[src/sv/lsrb_ram.sv]
`default_nettype none
module lsrb_ram #(
    parameter int WIDTH = 8,
    parameter int DEPTH = 16
) (
    input  wire logic                     clk,
    input  wire logic                     wr_en,
    input  wire logic [$clog2(DEPTH)-1:0] wr_addr,
    input  wire logic [WIDTH-1:0]         wr_data,
    input  wire logic                     rd_en,
    input  wire logic [$clog2(DEPTH)-1:0] rd_addr,
    output logic      [WIDTH-1:0]         rd_data
);

    logic [WIDTH-1:0] mem [DEPTH];

    always_ff @(posedge clk)
    begin
        if (wr_en)
        begin
            mem[wr_addr] <= wr_data;
        end
        if (rd_en)
        begin
            rd_data <= mem[rd_addr];
        end
    end

endmodule
`default_nettype wire

[config.mk]
export PLATFORM = sky130hd
export DESIGN_NAME = lsrb_ram
export DESIGN_NICKNAME = d
export VERILOG_FILES = /design/src/sv/lsrb_ram.sv
export SDC_FILE = /design/constraint.sdc
export NUM_CORES = 1
export LEC_CHECK = 0
export ABC_AREA = 0
export BUFFER_PORTS_ARGS = -buffer_cell sky130_fd_sc_hd__buf_2
export CORE_MARGIN = 4
export CORE_UTILIZATION = 54
export CTS_BUF_LIST = sky130_fd_sc_hd__clkbuf_16
export CTS_CLUSTER_DIAMETER = 40
export CTS_CLUSTER_SIZE = 25
export DETAILED_ROUTE_END_ITERATION = 10
export HOLD_SLACK_MARGIN = 0.1
export PLACE_DENSITY = 0.74
export RECOVER_POWER = 50
export SYNTH_ARGS = -nofsm -noshare
export SYNTH_HDL_FRONTEND = slang
export SYNTH_SLANG_ARGS = --single-unit
[constraint.sdc]
create_clock -name clk -period 1.9 [get_ports clk]
set_input_delay 0.475 -clock clk [delete_from_list [all_inputs] [get_ports clk]]
set_output_delay 0.475 -clock clk [all_outputs]
set_load 0.01 [all_outputs]
After elaboration in Yosys (flattened, before gate mapping)
Memories as Yosys holds them, arrays and structs flattened. A register that Yosys moved wholly into a read port is not among the register bits.
Cells that the tools add are included.
W data, S select, Z words.

storage, ports and cells
  register bits after elaboration = 0
  latch bits = 0
  memory bits (writable) = 128
  bits in read-only memories = 0
  bits of input ports = 19
  memories = 1

operators by class
  $add $sub $neg = 0
  multipliers = 0
  divide/modulo/power cells = 0
  magnitude comparators = 0
  equality and inequality tests = 0
  shifts and indexed selects = 0
  multiplexer cells = 2
  bitwise operators = 0
  reduce and logical (&&, ||, !) cells = 0

memory list
  memory  depth  bits a word  read ports  clocked after Yosys merged registers in  wr ports  line  source
  mem     16     8            1           1                                        1         15    logic [WIDTH-1:0] mem [DEPTH];

operators by type and width
  cell     number
  $mux W1  2

Longest topological paths before layout
  word-level depth = 2
  mapped depth = 5
  mapped depth without buffers = 3

Least setup slack after synthesis
No wires, ideal clock.

  kind = input to register
  from = in wr_addr[2]
  to = mem mem[0][0] (enable)
  setup time = 0.383 ns
  arrival = 1.585 ns
  path slack = -0.068 ns
  stages on the path = 2
  path buffers = 0
  cells stage by stage = or3b_2 nor3_1

RTL lines
  what         line  source
  from (decl)  8     input wire logic [$clog2(DEPTH)-1:0] wr_addr,
  to (decl)    15

No word-level cell before the write port.

==> metrics.md <==
| Metric | Value |
|---|---|
| Outcome | `complete, no violations` |
| Crit path launch type | `primary input` |
| H-tree depth | `4` |
| Crit end category | `register` |
| Final wirelength | `9390 microns` |
| Mapped Cells | `229` |
| Finish-stage setup viols | `0` |
| P&R area growth vs syn | `17.9%` |
| DRC | `0` |
| Cell Pwr Density | `1070 mW/mm^2` |
| CP required | `just over 2 ns` |
| Die extent in x | `106 microns` |
| Hold crit path type | `in -> reg` |
| RSZ-0062 raised after global routing | `false` |
| Num ports | `27` |
| Max-cap violations | `0` |
| Actual slew at the worst max-slew pin | `0.680 ns` |
| Synth top area share | `78.1%` |
| Setup_tns | `0 ns` |
| Multi-input gate area | `0.00106 sq mm` |
| FF/Latch Area | `0.00408 sq mm` |
| Share of post-route cells with drive strength above 1 | `27.6%` |
| Max Fclk | `633 MHz` |
| Max clock buf depth | `2` |
| Slew HR | `54.7%` |
| Syn_nets | `248` |
| Hold Buf Count CTS | `0` |
| Total power | `6.57 mW` |
| Crit-path max FO | `14` |
| Largest net degree at the start of global routing | `19` |
| FILL cells | `slightly below 600` |
| Yosys cell types | `18` |
| TritonCTS Sinks | `136` |
| DR vias | `around 2.4k` |
| Hold_ws | `0.563 ns` |
| Die area | `0.0113 sq mm` |
| Total track usage | `18.5%` |
| Avg Inst Size Synth | `22.8 sq um` |
| Cell taking the most area after synthesis | `edfxtp_1` |
| TritonCTS clock tree | `built` |
| WL per Instance | `roughly 22 microns` |
| Setup Skew | `0.0158 ns` |
| Final period utilization | `83.1%` |
| Final hold viol count | `0` |
| Clock Latency Late Sink | `0.41 ns` |
| HPWL after DPL | `6130 microns` |
| Netlist Area Pre-Place | `0.00523 sq mm` |
| Synthesized flop and latch total | `136` |
| Vias per cell | `5.69` |
| Final Cell Area | `0.00616 sq mm` |
| Ant diodes | `0` |
| Worst Path Arrival | `1.72 ns` |
| DR iter-0 viols | `about 160` |
| PostCTS Resize Cnt | `0` |
| Drt first pass iters | `4` |
| Leak | `~2.1 nW` |
| Dpl cell area | `0.00566 sq mm` |
| Min cycle time layout | `1.58 ns` |
| Max rail drop VDD | `0.000659 V` |
| Initial antenna violation count | `0` |
| Nets | `307` |
| Core Box Area | `0.00933 sq mm` |
| Max-slew violations | `0` |
| Post-CTS Setup Bufs | `0` |
| Row count | `35` |
| Kind of critical path | `in -> reg` |
| First-pass GRT wire length | `14900 microns` |
| Inserted Clock Buffers | `17` |
| Post-route ant nets | `0` |
| Worst-path clk slew | `0.05 ns` |
| Initial core utilization | `56.0%` |
| Root buf cell | `clkbuf_16` |
| Register area share after synthesis | `78.1%` |
| GPL Wtd Cong | `0.708` |
| Top post-synthesis cells by area | `edfxtp_1 78%, mux4_2 7.8%, mux4_1 7.0%, a22oi_1 2.3%, nor2_1 0.93%` |
| Die H | `106 microns` |
| Ys Warns | `0` |
| Vias in the first global route | `2608` |
| Global route overflow | `0` |
| I/O Buffers | `26` |
-- worst max-delay path, cell delays in order --
cell,delay [ns]
buf_2,0.15
buf_12,0.18
mux4_1,0.60
a22oi_1,0.23
nand2_1,0.09
-- metal layers --
metal / routed length [microns] / vias to the layer above / part of all wire, % / track usage [%]
li1: - / 1103 / - / -
met1: 3750 / 1232 / 40 / 24.1
met2: 4820 / 101 / 51 / 29.9
met3: 733 / 9 / 7.8 / 5.83
met4: 96 / 0 / 1.0 / 6.20
met5: 0 / - / 0 / 0
-- cell families (layout without fill, tap and decap cells) --
| family | after synthesis | count (layout) | synth area share (%) |
|---|---|---|---|
| AO/OA/AOI/OAI | 16 | 16 | 2.30 |
| buffers and inverters | 10 | 82 | 1.65 |
| multiplexers | 32 | 32 | 14.8 |
| AND/OR/NAND/NOR | 35 | 35 | 3.14 |
| flip-flops | 136 | 136 | 78.1 |
-- Yosys cell counts (all sizes together) --
cell type,count
a22oi,16
and2,1
and2b,1
buf,7
clkdlybuf4s25,3
edfxtp,136
mux4,32
nand2,9
nand2b,2
nand3,1
nand3b,2
nor2,13
nor2b,1
nor3,4
or3b,1
-- path summary, 6_finish.rpt --
kind	slack, ns	to	cells after the start	startpoint
setup reg to reg	0.38	rd_data[5]	3	mem[1][5]
setup / recovery	0.32	rd_data[5]	5	rd_addr[0]
hold reg to reg	0.74	rd_data[0]	3	mem[12][0]
hold / removal	0.56	rd_data[2]	1	rd_en
-- cell usage in the layout, fill, tap and decap left out, drive strengths merged --
master and instances:
mux4 32, and2 1, clkinvlp 3, nand3 1
a22oi 16, nor2b 1, nor3 4, clkbuf 28
inv 4, nor2 13, bufinv 1, buf 39
nand2b 2, or3b 1, and2b 1, edfxtp 136
nand2 9, nand3b 2, clkinv 7
-- state kept, by name (all words and copies together) (netlist names) --
register and count:
mem 128, rd_data 8
-- power by group --
part	switching (mW)	total [mW]	internal (mW)
sequential	0.0195	3.40	3.38
combinational	0.174	0.312	0.138
clock	1.11	2.85	1.75
-- area by class of cell --
| cell class | instances | area share (%) |
|---|---|---|
| Sequential cell | 136 | 66.3 |
| Multi-Input combinational cell | 83 | 17.2 |
| Clock buffer | 17 | 6.90 |
| Timing Repair Buffer | 50 | 5.38 |
| Tap cell | 129 | 2.62 |
| Clock inverter | 15 | 1.58 |
-- per-stage QoR --
stage | worst slack [ns] | util (%) | std cells
2_1_floorplan | 0.143 | - | 229
3_3_place_gp | -0.0758 | 60.6 | 398
3_5_place_dp | -0.0841 | 60.6 | 398
4_1_cts | 0.310 | 66.2 | 430
5_1_grt | 0.289 | 66.1 | 430
6_report | 0.320 | 66.1 | 430
(Power assumes the default switching activity.)
