## config.mk

```make
export PLATFORM = sky130hd
export DESIGN_NAME = lsrb_drain
export DESIGN_NICKNAME = d
export VERILOG_FILES = /design/src/sv/lsrb_pkg.sv /design/src/sv/lsrb_drain.sv
export SDC_FILE = /design/constraint.sdc
export NUM_CORES = 1
export LEC_CHECK = 0
export BUFFER_PORTS_ARGS = -buffer_cell sky130_fd_sc_hd__buf_2
export CAP_MARGIN = 10
export CORE_ASPECT_RATIO = 0.8
export CORE_MARGIN = 3
export CORE_UTILIZATION = 40
export DETAILED_ROUTE_END_ITERATION = 12
export HOLD_SLACK_MARGIN = 0.12
export PLACE_DENSITY = 0.74
export SYNTH_ARGS = -nofsm -noshare
export SYNTH_HDL_FRONTEND = slang
export SYNTH_SLANG_ARGS = --single-unit
```

## constraint.sdc

```tcl
create_clock -name clk -period 1.8 [get_ports clk]
set_clock_uncertainty 0.05 [all_clocks]
set_input_delay 0.18 -clock clk [delete_from_list [all_inputs] [get_ports clk]]
set_output_delay 0.18 -clock clk [all_outputs]
set_load 0.01 [all_outputs]
```

## src/sv/lsrb_pkg.sv

```systemverilog
`default_nettype none
package lsrb_pkg;

    localparam int RING_DEPTH = 512;
    localparam int MAX_DRAIN  = 64;
    localparam int IDX_W      = $clog2(RING_DEPTH);
    localparam int CNT_W      = $clog2(MAX_DRAIN + 1);

    localparam logic [7:0]  QUALITY_MASK    = 8'h3F;
    localparam logic [15:0] THRESHOLD_RESET = 16'd3000;

    localparam int CFG_IDX_W  = 1;
    localparam int CFG_DATA_W = 16;
    localparam logic [CFG_IDX_W-1:0] REG_SCAN_ENABLE    = 1'd0;
    localparam logic [CFG_IDX_W-1:0] REG_WRAP_THRESHOLD = 1'd1;

    localparam logic OP_PUSH  = 1'b0;
    localparam logic OP_DRAIN = 1'b1;

    typedef struct packed {
        logic        operation;
        logic [7:0]  raw_quality;
        logic [15:0] sample_angle;
        logic [15:0] sample_distance;
        logic        first_in_packet;
        logic [6:0]  max_points;
    } in_item_t;

    typedef struct packed {
        logic        point_valid;
        logic [5:0]  point_quality;
        logic [15:0] point_angle;
        logic [15:0] point_distance;
        logic        turn_start;
        logic        last;
    } out_item_t;

    typedef struct packed {
        logic        turn;
        logic [15:0] distance;
        logic [15:0] angle;
        logic [5:0]  quality;
    } entry_t;

    localparam int ENTRY_W = $bits(entry_t);

    // Ring position status handed to the drain sequencer
    typedef struct packed {
        logic empty;
        logic next_empty;
    } ring_status_t;

    function automatic logic [IDX_W-1:0] ring_next(input logic [IDX_W-1:0] idx);
        ring_next = (idx == IDX_W'(RING_DEPTH - 1)) ? '0 : idx + IDX_W'(1);
    endfunction

endpackage
`default_nettype wire

```

## src/sv/lsrb_drain.sv

```systemverilog
`default_nettype none
module lsrb_drain (
    input  wire logic                       clk,
    input  wire logic                       rst_n,
    input  wire logic                       start,
    input  wire logic [lsrb_pkg::CNT_W-1:0] limit,
    input  wire logic                       scan_enable,
    input  wire lsrb_pkg::ring_status_t     status,
    input  wire lsrb_pkg::entry_t           rd_entry,
    input  wire logic                       out_ready,
    output logic                            busy,
    output logic                            pop,
    output logic                            out_valid,
    output lsrb_pkg::out_item_t             out_item
);
    import lsrb_pkg::*;

    typedef enum logic [1:0] {
        S_IDLE,
        S_NULL,
        S_READ,
        S_WAIT
    } state_t;

    state_t           state_reg;
    logic [CNT_W-1:0] count_reg;
    logic             last_pending_reg;
    logic             out_valid_reg;
    out_item_t        out_item_reg;
    logic             out_free;
    logic             load_out;

    assign out_free  = !out_valid_reg || out_ready;
    assign pop       = (state_reg == S_READ) && out_free;
    assign load_out  = ((state_reg == S_NULL) && out_free) || (state_reg == S_WAIT);
    assign busy      = (state_reg != S_IDLE);
    assign out_valid = out_valid_reg;
    assign out_item  = out_item_reg;

    always_ff @(posedge clk or negedge rst_n)
    begin
        if (!rst_n)
        begin
            state_reg        <= S_IDLE;
            count_reg        <= '0;
            last_pending_reg <= 1'b0;
            out_valid_reg    <= 1'b0;
            out_item_reg     <= '0;
        end
        else
        begin
            // load a new item, else drop the held one once taken
            if (load_out)
            begin
                out_valid_reg <= 1'b1;
            end
            else if (out_ready)
            begin
                out_valid_reg <= 1'b0;
            end
            case (state_reg)
                S_IDLE:
                begin
                    if (start)
                    begin
                        count_reg <= limit;
                        if (!scan_enable || limit == '0 || status.empty)
                        begin
                            state_reg <= S_NULL;
                        end
                        else
                        begin
                            state_reg <= S_READ;
                        end
                    end
                end
                S_NULL:
                begin
                    if (out_free)
                    begin
                        out_item_reg <= '{point_valid: 1'b0, point_quality: '0,
                                          point_angle: '0, point_distance: '0,
                                          turn_start: 1'b0, last: 1'b1};
                        state_reg    <= S_IDLE;
                    end
                end
                S_READ:
                begin
                    if (pop)
                    begin
                        last_pending_reg <= (count_reg == CNT_W'(1)) || status.next_empty;
                        count_reg        <= count_reg - CNT_W'(1);
                        state_reg        <= S_WAIT;
                    end
                end
                S_WAIT:
                begin
                    out_item_reg.point_valid     <= 1'b1;
                    out_item_reg.point_quality   <= rd_entry.quality;
                    out_item_reg.point_angle     <= rd_entry.angle;
                    out_item_reg.point_distance  <= rd_entry.distance;
                    out_item_reg.turn_start      <= rd_entry.turn;
                    out_item_reg.last            <= last_pending_reg;
                    state_reg <= last_pending_reg ? S_IDLE : S_READ;
                end
                default:
                begin
                    state_reg <= S_IDLE;
                end
            endcase
        end
    end

    a_pop_then_wait: assert property (@(posedge clk) disable iff (!rst_n)
        pop |=> state_reg == S_WAIT)
        else $error("read issue not followed by data capture");

    a_wait_loads: assert property (@(posedge clk) disable iff (!rst_n)
        state_reg == S_WAIT |=> out_valid_reg && out_item_reg.point_valid)
        else $error("read data not loaded into output register");

    a_no_pop_empty: assert property (@(posedge clk) disable iff (!rst_n)
        pop |-> !status.empty)
        else $error("pop issued on empty ring");

    a_wait_out_free: assert property (@(posedge clk) disable iff (!rst_n)
        state_reg == S_WAIT |-> !out_valid_reg)
        else $error("output register occupied when read data returns");

endmodule
`default_nettype wire

```

Word level (Yosys, flattened, before mapping)
Cells that the tools add are included.
- add/subtract/negate cells: 1
- reductions and logical operators: 19
- equality and inequality tests: 7
- mux-type cells: 13
- operator list (kind ; count):
    $pmux W41 S2 ; 1
    $mux W41 ; 1
    $mux W7 ; 2
    $pmux W7 S2 ; 1
    $mux W2 ; 5
    $pmux W2 S4 ; 1
    $reduce_bool A2 Y1 ; 4
    $eq A7 B1 Y1 const B ; 1
    $logic_not A7 Y1 ; 1
    $sub A7 B1 Y7 const B ; 1
    $ne A2 B2 Y1 const B ; 3
    $reduce_and A3 Y1 ; 2
    $logic_or A1 B1 Y1 ; 5
    $eq A2 B2 Y1 const B ; 2
    $reduce_and A2 Y1 ; 2
    $eq A2 B1 Y1 const B ; 1
    $logic_and A1 B1 Y1 ; 2
    $logic_not A1 Y1 ; 2
    $logic_not A2 Y1 ; 1
    $mux W1 ; 2
- register bits: 52
- logic and storage cells: 50
- output and inout port bits: 44
- bits of input ports: 53

Logic depth before layout (Yosys ltp)
- word-level depth: 6
- depth in mapped cells: 5
- mapped depth without buffers: 5

Least setup slack after synthesis
OpenSTA, ideal clock, no wires.
- path type: reg2reg
- from: reg count_reg[0]
- to: reg count_reg[4]
- required time: 1.684 ns
- slack: 0.312 ns
- clock period less this slack: 1.488 ns
- path buffers: 0
- arrival time: 1.372 ns
- stages on the path, launching flop included: 6
- setup time: 0.066 ns
- cell sequence: dfrtp_1 -> inv_1 -> ha_1 -> or4b_1 -> nor4_2 -> a221o_1
- cells in the longest elaborated chain, start to end: 3
- ends and longest elaborated chain (element ; RTL line ; RTL):
    from (decl) ; lsrb_drain.sv:26 ; logic [CNT_W-1:0] count_reg;
    from (signal assigned) ; lsrb_drain.sv:66 ; count_reg <= limit;
    from (signal assigned) ; lsrb_drain.sv:92 ; count_reg <= count_reg - CNT_W'(1);
    $sub A7 B1 Y7 ; lsrb_drain.sv:92 ;
    $mux W7 ; lsrb_drain.sv:89 ; if (pop)
    $pmux W7 S2 ; lsrb_drain.sv:61 ; case (state_reg)
Every way passes these cells. The select of a mux whose other input is x is not followed.
A chain may end at the register's enable or synchronous reset.

Worst setup path after layout
- from: reg state_reg[0]
- to: out pop
- cells in the longest elaborated chain, start to end: 2
- ends and longest elaborated chain (element ; RTL line ; RTL):
    from (decl) ; lsrb_drain.sv:25 ; state_t state_reg;
    from (signal assigned) ; lsrb_drain.sv:104 ; state_reg <= last_pending_reg ? S_IDLE : S_READ;
    $eq A2 B2 Y1 ; lsrb_drain.sv:34 ; assign pop = (state_reg == S_READ) && out_free;
    $logic_and A1 B1 Y1 ; lsrb_drain.sv:34 ;
    to (decl) ; lsrb_drain.sv:12 ; output logic pop,
Every way passes these cells.

==> metrics.md <==
| Metric | Value |
|---|---|
| # clock sinks | `52` |
| CP max FO | `11` |
| Sequential cell area fraction in the yosys report | `0.588` |
| Final Cycle Share | `0.929` |
| Reg2reg end | `count_reg[4]$_DFFE_PN0P_` |
| Tot GR Track Use | `0.184` |
| Setup crit start kind | `register` |
| Nets@finish | `372` |
| Root Buffer Master | `clkbuf_8` |
| Drt total wl | `6040 um` |
| RSZ-0062 raised after global routing | `no` |
| Post-DRT Antenna Nets | `0` |
| Die H | `72.6 um` |
| Final setup viols | `0` |
| Number of diodes | `0` |
| Largest net degree at the start of global routing | `53` |
| Leak Pwr | `0.00170 uW` |
| IO Pins | `97` |
| Routability cong. | `0.844` |
| Rows | `23` |
| Element type at the critical path end | `primary output` |
| TNS Setup | `0 ns` |
| Placed cell areas | `2820 um^2` |
| Placed cell count | `330` |
| Syn_nets | `231` |
| Min Tclk post-route | `1.67 ns` |
| Worst skew pair latency | `0.30 ns` |
| # Post-CTS Setup Buffers | `0` |
| Crit path DAT | `1.44 ns` |
| Worst hold slack | `0.151 ns` |
| Synth-to-Final Area Change | `50.5%` |
| Remaining global-route overflow | `0` |
| Hold Path Depth | `3` |
| Vias per cell | `5.25` |
| Final instance area | `3330 um^2` |
| Vias | `1995` |
| Die W | `89.2 um` |
| Maximum vdd drop | `652 uV` |
| Hold Crit Start | `status[0]` |
| GR met2 Demand/Resource | `0.310` |
| Vias in the first global route | `1922` |
| Share of the synthesized area in the top cell type | `0.588` |
| Core area | `5180 um^2` |
| Worst slew pin tran | `0.504 ns` |
| Cell count after synthesis | `176` |
| Post-synthesis area per instance | `12.6 um^2` |
| Worst-path clk slew | `0.10 ns` |
| Max reg flops | `41` |
| Setup CP Type | `reg2out` |
| GR Util met3 | `0.0386` |
| Total CTS buffers | `5` |
| Synth cell types | `42` |
| Port Buffers | `96` |
| Post_cts resized | `0` |
| R2r startpoint | `count_reg[0]$_DFFE_PN0P_` |
| Top_reg_cell synth | `dfrtp_1` |
| Synthesized area | `2210 um^2` |
| Ys Warns | `0` |
| #FFs+latches synth | `52` |
| Fmax | `598 MHz` |
| CTS max path bufs | `2` |
| Maxcap violations | `0` |
| Count of final hold-check violations | `0` |
| Grt met1 use | `0.239` |
| Most Crowded Layer GR | `met2` |
| Critical Path RT | `1.57 ns` |
| Path depth of the worst reg2reg path | `5` |
| Die ar. | `6470 um^2` |
| CTS tree | `yes` |
| Initial antenna violation count | `0` |
| Outcome | `finished clean` |
| First-pass GRT wire length | `9230 um` |
| Slew Limit Fails | `0` |
| CTS Hold Bufs | `42` |
| DR WL/cell | `15.9 um` |
| H-Tree Depth | `2` |
| Pwr Density | `1400 nW/um^2` |
| Relative slew slack | `0.661` |
| DRC | `0` |
| Non-filler cells, final | `380` |
| Fraction of registers with async set/reset | `1.00` |
| Initial DRC Count | `96` |
| Final WS setup | `0.128 ns` |
| Setup WS pre-CTS | `0.193 ns` |
| Hold WC Path Type | `in2reg` |
| Hold Path End | `last_pending_reg$_DFFE_PN0P_` |
| Yosys top cell by area | `dfrtp_1` |
| FF-to-FF setup slack | `0.18 ns` |
| Initial Utilization | `0.428` |
| Dpl hpwl | `3790 um` |
| Layout cells sized above 1 | `0.377` |
| Area contributors post-synth | `dfrtp_1, a22o_1, buf_2` |
| EDFF count, synth | `0` |
| Pre-antenna DRT Iters | `4` |
-- worst max-delay path by stage --
stage / cells after the start / start / slack, ns / endpoint
floorplan: 5 / count_reg[0]$_DFFE_PN0P_ / 0.31 / count_reg[4]$_DFFE_PN0P_
global placement: 5 / count_reg[0]$_DFFE_PN0P_ / 0.26 / count_reg[4]$_DFFE_PN0P_
detailed placement: 5 / count_reg[0]$_DFFE_PN0P_ / 0.19 / count_reg[4]$_DFFE_PN0P_
CTS: 3 / state_reg[0]$_DFFE_PN0P_ / 0.13 / pop
global route: 3 / state_reg[1]$_DFFE_PN0P_ / 0.008 / pop
finish: 3 / state_reg[0]$_DFFE_PN0P_ / 0.13 / pop
-- stage by stage --
stage	util	power (uW)
after floorplan	-	3120
after global placement	0.544	3870
after detailed placement	0.544	3920
after CTS	0.643	4690
after global routing	0.643	4960
final	0.643	4660
-- power breakdown --
group / internal [uW] / total, uW / switching [uW] / leakage (uW)
sequential: 1570 / 1900 / 327 / 0.000668
combinational: 1010 / 2080 / 1070 / 0.000991
clock: 286 / 682 / 396 / 0.0000463
total: 2870 / 4660 / 1800 / 0.00170
-- layout make-up --
type,instances,area (um^2)
well taps,62,77.6
clock buffers,5,68.8
inverters,8,30.0
flip-flops and latches,52,1300
repair buffers,145,991
clock inverters,3,27.5
multi-input cells,105,837
fillers,408,1850
-- placed cells by master, fill, tap and decap left out, drive strengths merged, types with 4 or more instances in the layout --
| cell | count |
|---|---|
| nand4 | 4 |
| a31oi | 4 |
| nor3 | 4 |
| a22o | 39 |
| nand2 | 5 |
| clkbuf | 5 |
| buf | 103 |
| a21oi | 4 |
| dfrtp | 52 |
| dlygate4sd3 | 42 |
| inv | 9 |
-- critical path, stage by stage, from the launching register on --
cell and delay, ns:
dfrtp_1 0.52, nand2b_1 0.33, nor2_1 0.15, buf_2 0.14
-- routing by layer --
layer | part of all wire | vias up
met5 | 0 | -
met4 | 0.0073 | 0
met3 | 0.063 | 4
met2 | 0.49 | 84
met1 | 0.44 | 949
li1 | - | 958
-- cells in the mapped netlist, types with 2 or more instances --
library cell,n
nor3b_1,3
nand2_1,5
nor3_1,4
a21oi_1,4
and3b_1,2
o21ai_0,2
ha_1,2
o211ai_1,3
nor2b_1,3
or4b_1,2
dfrtp_1,52
inv_1,7
a31oi_1,4
nor2_1,3
buf_2,9
nand4_1,4
a22o_1,39
nand2b_1,3
nor4_1,2
-- logic make-up after synthesis --
family | share of synthesized area
buffers and inverters | 0.0390
adder cells (fa/ha/maj) | 0.0113
AND/OR/NAND/NOR | 0.116
AO/OA/AOI/OAI | 0.246
flip-flops | 0.588
(Power assumes the default switching activity.)
